<file path="config.mk">
export PLATFORM = sky130hd
export DESIGN_NAME = rle_count_symbol_parser
export DESIGN_NICKNAME = d
export VERILOG_FILES = /design/src/hw/rtl/rlecsp_pkg.sv /design/src/hw/rtl/rle_count_symbol_parser.sv /design/src/hw/rtl/rlecsp_step.sv
export SDC_FILE = /design/constraint.sdc
export NUM_CORES = 1
export LEC_CHECK = 0
export CORE_MARGIN = 10
export CORE_UTILIZATION = 55
export CTS_CLUSTER_SIZE = 30
export DETAILED_ROUTE_END_ITERATION = 8
export DONT_BUFFER_PORTS = 1
export PLACE_DENSITY = 0.77
export SLEW_MARGIN = 20
export SYNTH_ARGS = -nofsm -noshare
export SYNTH_HDL_FRONTEND = slang
export SYNTH_HIERARCHICAL = 1
export SYNTH_SLANG_ARGS = --single-unit
</file>
<file path="constraint.sdc">
create_clock -name clk -period 9.34 [get_ports clk]
set_input_delay 1.401 -clock clk [delete_from_list [all_inputs] [get_ports clk]]
set_output_delay 1.401 -clock clk [all_outputs]
set_load 0.005 [all_outputs]
</file>
<file path="src/hw/rtl/rlecsp_pkg.sv">
// ----------------------------------------------------------------------------
// rlecsp_pkg
// Types and constants shared by the run-length layer string parser.
// ----------------------------------------------------------------------------
`default_nettype none

package rlecsp_pkg;

  localparam int COUNT_W = 27;
  localparam int SIZE_W  = 25;
  localparam int DIGIT_W = 4;
  localparam int SYM_W   = 16;
  localparam int CHAR_W  = 8;
  localparam int STAT_W  = 3;
  localparam int CFG_IDX_W  = 2;
  localparam int CFG_DATA_W = 25;

  localparam logic [DIGIT_W-1:0] DIGIT_CAP = 4'd8;

  // register indexes
  localparam logic [CFG_IDX_W-1:0] REG_SYMBOL_MODE = 2'd0;
  localparam logic [CFG_IDX_W-1:0] REG_LAYER_SIZE  = 2'd1;
  localparam logic [CFG_IDX_W-1:0] REG_MAX_DIGITS  = 2'd2;

  typedef logic [STAT_W-1:0] status_t;

  localparam status_t ST_OK        = 3'd0;
  localparam status_t ST_DIGITS    = 3'd1;
  localparam status_t ST_ZERO      = 3'd2;
  localparam status_t ST_OVER      = 3'd3;
  localparam status_t ST_SHORT     = 3'd4;
  localparam status_t ST_TRUNCATED = 3'd5;

  typedef struct packed {
    logic [COUNT_W-1:0] digit_value;
    logic [DIGIT_W-1:0] digit_count;
    logic [SIZE_W-1:0]  run_total;
    logic [CHAR_W-1:0]  first_char;
    logic               awaiting_second;
    logic               error_latched;
  } parse_state_t;

  typedef struct packed {
    logic               emit;
    logic               run_valid;
    logic [COUNT_W-1:0] run_count;
    logic [SYM_W-1:0]   symbol;
    status_t            status;
    logic               layer_end;
  } parse_result_t;

endpackage

`default_nettype wire

</file>
<file path="src/hw/rtl/rle_count_symbol_parser.sv">
// ----------------------------------------------------------------------------
// rle_count_symbol_parser
// Parses an ASCII run-length layer string into count and symbol runs.
// ----------------------------------------------------------------------------
// One character is taken per clock cycle unless src_stall is high, and each
// is finished combinationally: the decimal multiply-add, the running-total
// add and compare all sit between the parser state registers and the result
// register. A result shows in the cycle after the character that causes it.
// The output register lets the next character in while a result waits to be
// taken, so src_stall rises only while a result is held and res_stall is
// high. Configuration writes are always ready and must be made while idle.
`default_nettype none

module rle_count_symbol_parser (
  input  logic                                  clk,
  input  logic                                  rst,
  input  logic                                  src_valid,
  output logic                                  src_stall,
  input  logic [7:0]                            data_byte,
  input  logic                                  layer_last,
  output logic                                  res_valid,
  input  logic                                  res_stall,
  output logic                                  run_valid,
  output logic [26:0]                           run_count,
  output logic [15:0]                           symbol,
  output logic [2:0]                            status,
  output logic                                  layer_end,
  input  logic                                  cfg_valid,
  output logic                                  cfg_ready,
  input  logic [rlecsp_pkg::CFG_IDX_W-1:0]      cfg_index,
  input  logic [rlecsp_pkg::CFG_DATA_W-1:0]     cfg_data
);

  logic                                 symbol_mode;
  logic [rlecsp_pkg::SIZE_W-1:0]        layer_cells;
  logic [rlecsp_pkg::DIGIT_W-1:0]       digit_max;
  rlecsp_pkg::parse_state_t             state;
  rlecsp_pkg::parse_state_t             state_next;
  rlecsp_pkg::parse_result_t            step_res;
  logic                                 src_take;
  logic                                 res_take;

  assign cfg_ready = 1'b1;
  assign src_stall = res_valid && res_stall;
  assign src_take  = src_valid && !src_stall;
  assign res_take  = res_valid && !res_stall;

  // configuration registers
  always_ff @(posedge clk) begin
    if (rst) begin
      symbol_mode <= 1'b0;
      layer_cells <= 25'd256;
      digit_max   <= 4'd3;
    end else if (cfg_valid && cfg_ready) begin
      case (cfg_index)
        rlecsp_pkg::REG_SYMBOL_MODE: symbol_mode <= cfg_data[0];
        rlecsp_pkg::REG_LAYER_SIZE:  layer_cells <= cfg_data[rlecsp_pkg::SIZE_W-1:0];
        rlecsp_pkg::REG_MAX_DIGITS:  digit_max   <= cfg_data[rlecsp_pkg::DIGIT_W-1:0];
        default: begin
        end
      endcase
    end
  end

  rlecsp_step u_step (
    .state       (state),
    .symbol_mode (symbol_mode),
    .layer_cells (layer_cells),
    .digit_max   (digit_max),
    .data_byte   (data_byte),
    .layer_last  (layer_last),
    .state_next  (state_next),
    .result      (step_res)
  );

  // parser state
  always_ff @(posedge clk) begin
    if (rst) begin
      state <= '0;
    end else if (src_take) begin
      state <= state_next;
    end
  end

  // result register
  always_ff @(posedge clk) begin
    if (rst) begin
      res_valid <= 1'b0;
    end else if (src_take && step_res.emit) begin
      res_valid <= 1'b1;
    end else if (res_take) begin
      res_valid <= 1'b0;
    end
  end

  always_ff @(posedge clk) begin
    if (src_take && step_res.emit) begin
      run_valid <= step_res.run_valid;
      run_count <= step_res.run_count;
      symbol    <= step_res.symbol;
      status    <= step_res.status;
      layer_end <= step_res.layer_end;
    end
  end

`ifndef SYNTH
  a_no_overwrite: assert property (@(posedge clk) disable iff (rst)
    src_take |-> !(res_valid && res_stall))
    else $error("result overwritten while held");

  a_run_status: assert property (@(posedge clk) disable iff (rst)
    res_valid && run_valid |-> (status == rlecsp_pkg::ST_OK || status == rlecsp_pkg::ST_SHORT))
    else $error("run delivered with an error status");

  a_run_nonzero: assert property (@(posedge clk) disable iff (rst)
    res_valid && run_valid |-> run_count != '0)
    else $error("delivered run has zero count");

  a_end_status: assert property (@(posedge clk) disable iff (rst)
    res_valid && (status == rlecsp_pkg::ST_SHORT || status == rlecsp_pkg::ST_TRUNCATED)
    |-> layer_end)
    else $error("end-of-layer status without layer end");

  a_latched_quiet: assert property (@(posedge clk) disable iff (rst)
    src_take && state.error_latched && !layer_last |-> !step_res.emit)
    else $error("result emitted after a latched error");

  a_layer_clear: assert property (@(posedge clk) disable iff (rst)
    src_take && layer_last |=> state == '0)
    else $error("state not cleared at layer end");
`endif

endmodule

`default_nettype wire

</file>
<file path="src/hw/rtl/rlecsp_step.sv">
// ----------------------------------------------------------------------------
// rlecsp_step
// Next parser state and result for one character of the layer string.
// ----------------------------------------------------------------------------
`default_nettype none

module rlecsp_step (
  input  rlecsp_pkg::parse_state_t              state,
  input  logic                                  symbol_mode,
  input  logic [rlecsp_pkg::SIZE_W-1:0]         layer_cells,
  input  logic [rlecsp_pkg::DIGIT_W-1:0]        digit_max,
  input  logic [rlecsp_pkg::CHAR_W-1:0]         data_byte,
  input  logic                                  layer_last,
  output rlecsp_pkg::parse_state_t              state_next,
  output rlecsp_pkg::parse_result_t             result
);

  logic [rlecsp_pkg::DIGIT_W-1:0] limit;
  logic                           is_digit;
  logic [rlecsp_pkg::COUNT_W-1:0] times_ten;
  logic [rlecsp_pkg::SIZE_W+2:0]  sum;
  logic                           over;

  assign limit     = (digit_max > rlecsp_pkg::DIGIT_CAP) ? rlecsp_pkg::DIGIT_CAP : digit_max;
  assign is_digit  = data_byte inside {[8'h30:8'h39]};
  assign times_ten = {state.digit_value[23:0], 3'b000} + {state.digit_value[25:0], 1'b0};
  assign sum       = {3'b000, state.run_total} + {1'b0, state.digit_value};
  assign over      = sum > {3'b000, layer_cells};

  always_comb begin
    rlecsp_pkg::parse_state_t nxt;
    logic                     ok;
    logic                     finish;
    logic [rlecsp_pkg::SYM_W-1:0] sym;
    rlecsp_pkg::status_t      st;

    nxt    = state;
    ok     = 1'b0;
    finish = 1'b0;
    sym    = '0;
    st     = rlecsp_pkg::ST_OK;

    if (state.error_latched) begin
      finish = 1'b0;
    end else if (state.awaiting_second) begin
      sym    = {state.first_char, data_byte};
      finish = 1'b1;
      nxt.awaiting_second = 1'b0;
      nxt.first_char      = '0;
    end else if (is_digit) begin
      if (state.digit_count >= limit) begin
        st = rlecsp_pkg::ST_DIGITS;
      end else begin
        nxt.digit_value = times_ten + {23'd0, data_byte[3:0]};
        nxt.digit_count = state.digit_count + 4'd1;
      end
    end else if (!symbol_mode) begin
      sym    = {8'h00, data_byte};
      finish = 1'b1;
    end else begin
      nxt.first_char      = data_byte;
      nxt.awaiting_second = 1'b1;
      if (layer_last) begin
        st = rlecsp_pkg::ST_TRUNCATED;
      end
    end

    if (finish) begin
      nxt.digit_value = '0;
      nxt.digit_count = '0;
      if (state.digit_value == '0) begin
        st = rlecsp_pkg::ST_ZERO;
      end else if (over) begin
        st = rlecsp_pkg::ST_OVER;
      end else begin
        nxt.run_total = sum[rlecsp_pkg::SIZE_W-1:0];
        ok            = 1'b1;
      end
    end

    result.run_valid = ok;
    result.run_count = ok ? state.digit_value : '0;
    result.symbol    = ok ? sym : '0;
    result.layer_end = layer_last;
    result.emit      = layer_last || (st != rlecsp_pkg::ST_OK) || ok;

    if (layer_last) begin
      if (st == rlecsp_pkg::ST_OK && !state.error_latched && nxt.run_total != layer_cells) begin
        st = rlecsp_pkg::ST_SHORT;
      end
      nxt = '0;
    end else if (st != rlecsp_pkg::ST_OK) begin
      nxt.error_latched   = 1'b1;
      nxt.digit_value     = '0;
      nxt.digit_count     = '0;
      nxt.awaiting_second = 1'b0;
      nxt.first_char      = '0;
    end

    result.status = st;
    state_next    = nxt;
  end

endmodule

`default_nettype wire

</file>
==> summary.txt <==
Clock tree
  • Root Driver: clkbuf_16
  • # resized after CTS: 0
  • Hold buffers post-CTS: 0
  • Htree depth: 4
  • Clk sinks: 145
  • Post-CTS Setup Inserts: 0
  • CTS max path bufs: 2
  • Skew-Pair Late Insertion Delay: 0.45 ns
  • CTS clk-pin slew, worst paths: 0.07 ns
  • CTS tree: yes
  • Cts bufs inserted: 17

Floorplanning
  • DIE WIDTH: 164 µm
  • Die H: 164 µm
  • Num ports: 92
  • Core Area: 20400 µm²
  • Site row count: 52
  • Starting Density: 0.562
  • Die area: 27000 µm²

STA
  • Post-layout min period: 6.65 ns
  • Fin. Hold Viols: 0
  • Fin crit share: 0.712
  • Fmax: 0.150 GHz
  • Relative slew slack: 0.337
  • Fin. max-slew vios: 0
  • Least-Margin Pin Slew: 0.991 ns
  • Unrepaired setup endpoints after global routing: no
  • Clock skew: 0.0194 ns
  • Final setup vio count: 0
  • Final setup TNS: 0 ns

Pwr
  • Total power: 1.49 mW
  • VDD IR max: 0.000120 V
  • Pwr Density: 123 nW/µm²
  • Static leakage: 4.93 nW

Logic synthesis
  • Synth top area share: 0.170
  • Synthesized cell area: 11500 µm²
  • Main synth FF type: dfxtp_1
  • Syn Inst Count: 1301
  • Sequential area share after synthesis: 0.295
  • Dominant cell type by area after synthesis: dfxtp_1
  • Distinct cell type count after synthesis: 77
  • Synthesized area per cell: 8.80 µm²
  • Syn_nets: 1448
  • Count leader, synth: nand2b_1
  • Synth Register Bits: 145
  • Synth async-reset ratio: 0
  • Top cells by area, synth: dfxtp_1, edfxtp_1, ha_1, mux2i_1, nand2b_1
  • Top post-synthesis cells by count: nand2b_1, mux2i_1, ha_1, nor2_1, dfxtp_1
  • Post-synth EDFFs: 48
  • Synth warn: 6

Routing
  • Pre-Repair DR Iteration Count: 6
  • DR iter-0 viols: 746
  • Post-route ant nets: 0
  • Drt drc: 0
  • Wire per inst: 19.6 µm
  • Via count: 9256
  • Aggregate routed wire length: 30300 µm
  • Post-DR vias/cell: 5.99

Placed design
  • Gpl congestion: 0.991
  • Number of buffers added on ports: 0
  • Detailed Place HPWL: 21800 µm
  • Placed Instance Area: 11500 µm²

Global routing
  • Total track usage: 0.222
  • Vias in the first global route: 8743
  • First-pass GRT wire length: 48100 µm
  • Total global routing overflow: 0
  • Pin count of the biggest net entering global routing: 191
  • Initial antenna violation count: 0

Final layout
  • Final Util: 0.595
  • # diodes: 0
  • Fin area: 12100 µm²
  • Area growth from synthesis to layout: 5.77%
  • Fin nets: 1408
  • FILL cells: 1811
  • Layout cells sized above 1: 0.0502

Hold path
  • Hold Path Class: flop to flop
  • Hold path depth: 2

Critical path
  • Kind of critical path: flop to flop
  • Crit end category: flop
  • R2R cell count: 23
  • Critical path required time: 9.51 ns
  • Maximum fanout along the worst path: 29
  • Critical Path Start Type: flop
  • WP data arrival: 6.82 ns

Flow run
  • Max cap viols: 0

Status
  • Status: finished clean
path summary, 6_finish.rpt:
kind,startpoint,end,slack (ns)
max,state[39],status[2],2.69
min,layer_cells[11],layer_cells[11],0.48
max reg2reg,state[39],status[2],2.69
min reg2reg,layer_cells[11],layer_cells[11],0.48
metal layers:
| metal | routed length, µm | GRT usage | vias to the layer above |
|---|---|---|---|
| li1 | - | - | 4521 |
| met1 | 14200 | 0.306 | 4367 |
| met2 | 13300 | 0.347 | 331 |
| met3 | 2200 | 0.0401 | 37 |
| met4 | 512 | 0.0666 | 0 |
| met5 | 0 | 0 | - |
worst max-delay path, cell delays in order (launching register included):
cell and delay [ns]:
dfxtp_1 0.39, ha_1 0.26, fa_1 0.43, a211o_1 0.31, nand2_1 0.08, o31ai_1 0.09, o21ai_1 0.50, o31ai_4 0.18
a311o_1 0.37, a21oi_1 0.18, xnor2_1 0.12, ha_1 0.33, and3_1 0.15, nand3_1 0.09, nor4_1 0.36, and2_1 0.23
a2bb2oi_4 0.22, nand4bb_2 0.16, o21ai_4 0.58, buf_4 0.47, mux2i_1 0.32, o22ai_1 0.14, nor4_2 0.29, a31oi_1 0.10
cell type report:
class                   instances  area (µm²)  area share
clock buffers                  17         425      0.0351
clock inverters                15         166      0.0137
inverters                      47         176      0.0146
multi-input cells            1043        7550       0.623
flip-flops and latches        145        3380       0.279
well taps                     270         338      0.0279
repair buffers                  7        72.6     0.00599
cell usage in the layout (no fill, tap or decap), types with 4 or more instances in the layout:
cell,count
nand2b_1,188
mux2i_1,128
ha_1,103
nor2_1,102
dfxtp_1,97
nand2_1,78
a21oi_1,73
xnor2_1,51
edfxtp_1,48
inv_1,47
and2_1,38
a21o_1,26
o21ai_0,23
nor3_1,20
clkbuf_16,17
and3_1,15
nand3_1,13
nor4_1,13
xor2_1,13
o22ai_1,13
nor2b_1,11
nand4_1,10
a31oi_1,9
a211oi_1,8
buf_4,6
o31ai_1,6
o21ai_1,6
or2_2,6
inv_6,5
inv_8,5
a211o_1,5
o21a_1,5
or3_1,4
a21oi_2,4
o21bai_1,4
o211ai_1,4
a22oi_1,4
sequential cells by signal (all words and copies together) (netlist names):
name,flops
state,66
symbol_mode,1
digit_max,4
run_count,27
status,3
run_valid,1
res_valid,1
symbol,16
layer_end,1
layer_cells,25
where the power goes:
part           leakage, nW  total (mW)  internal [mW]  switching, mW
Sequential            1.26       0.686          0.670         0.0160
Combinational         3.37      0.0966         0.0439         0.0526
Clock                0.289       0.705          0.381          0.323
cell families (layout without fill, tap and decap cells):
kind of cell / count (synthesis) / in the layout / share of synthesized area
buf+inv: 113 / 86 / 0.0470
mux: 130 / 130 / 0.114
fa+ha+maj: 106 / 106 / 0.118
simple gates: 509 / 509 / 0.238
compound gates: 232 / 232 / 0.139
xor+xnor: 64 / 64 / 0.0490
flops: 145 / 145 / 0.295
other cells: 2 / 2 / 0.000656
stage by stage:
step	worst slack, ns	instances	hold slack (ns)
CTS	2.37	1543	0.480
global placement	2.56	1511	0.463
floorplan	4.07	1301	0.445
global route	2.30	1544	0.503
finish	2.69	1544	0.476
detailed placement	2.40	1511	0.471
Power figures use the tool's default switching activity.
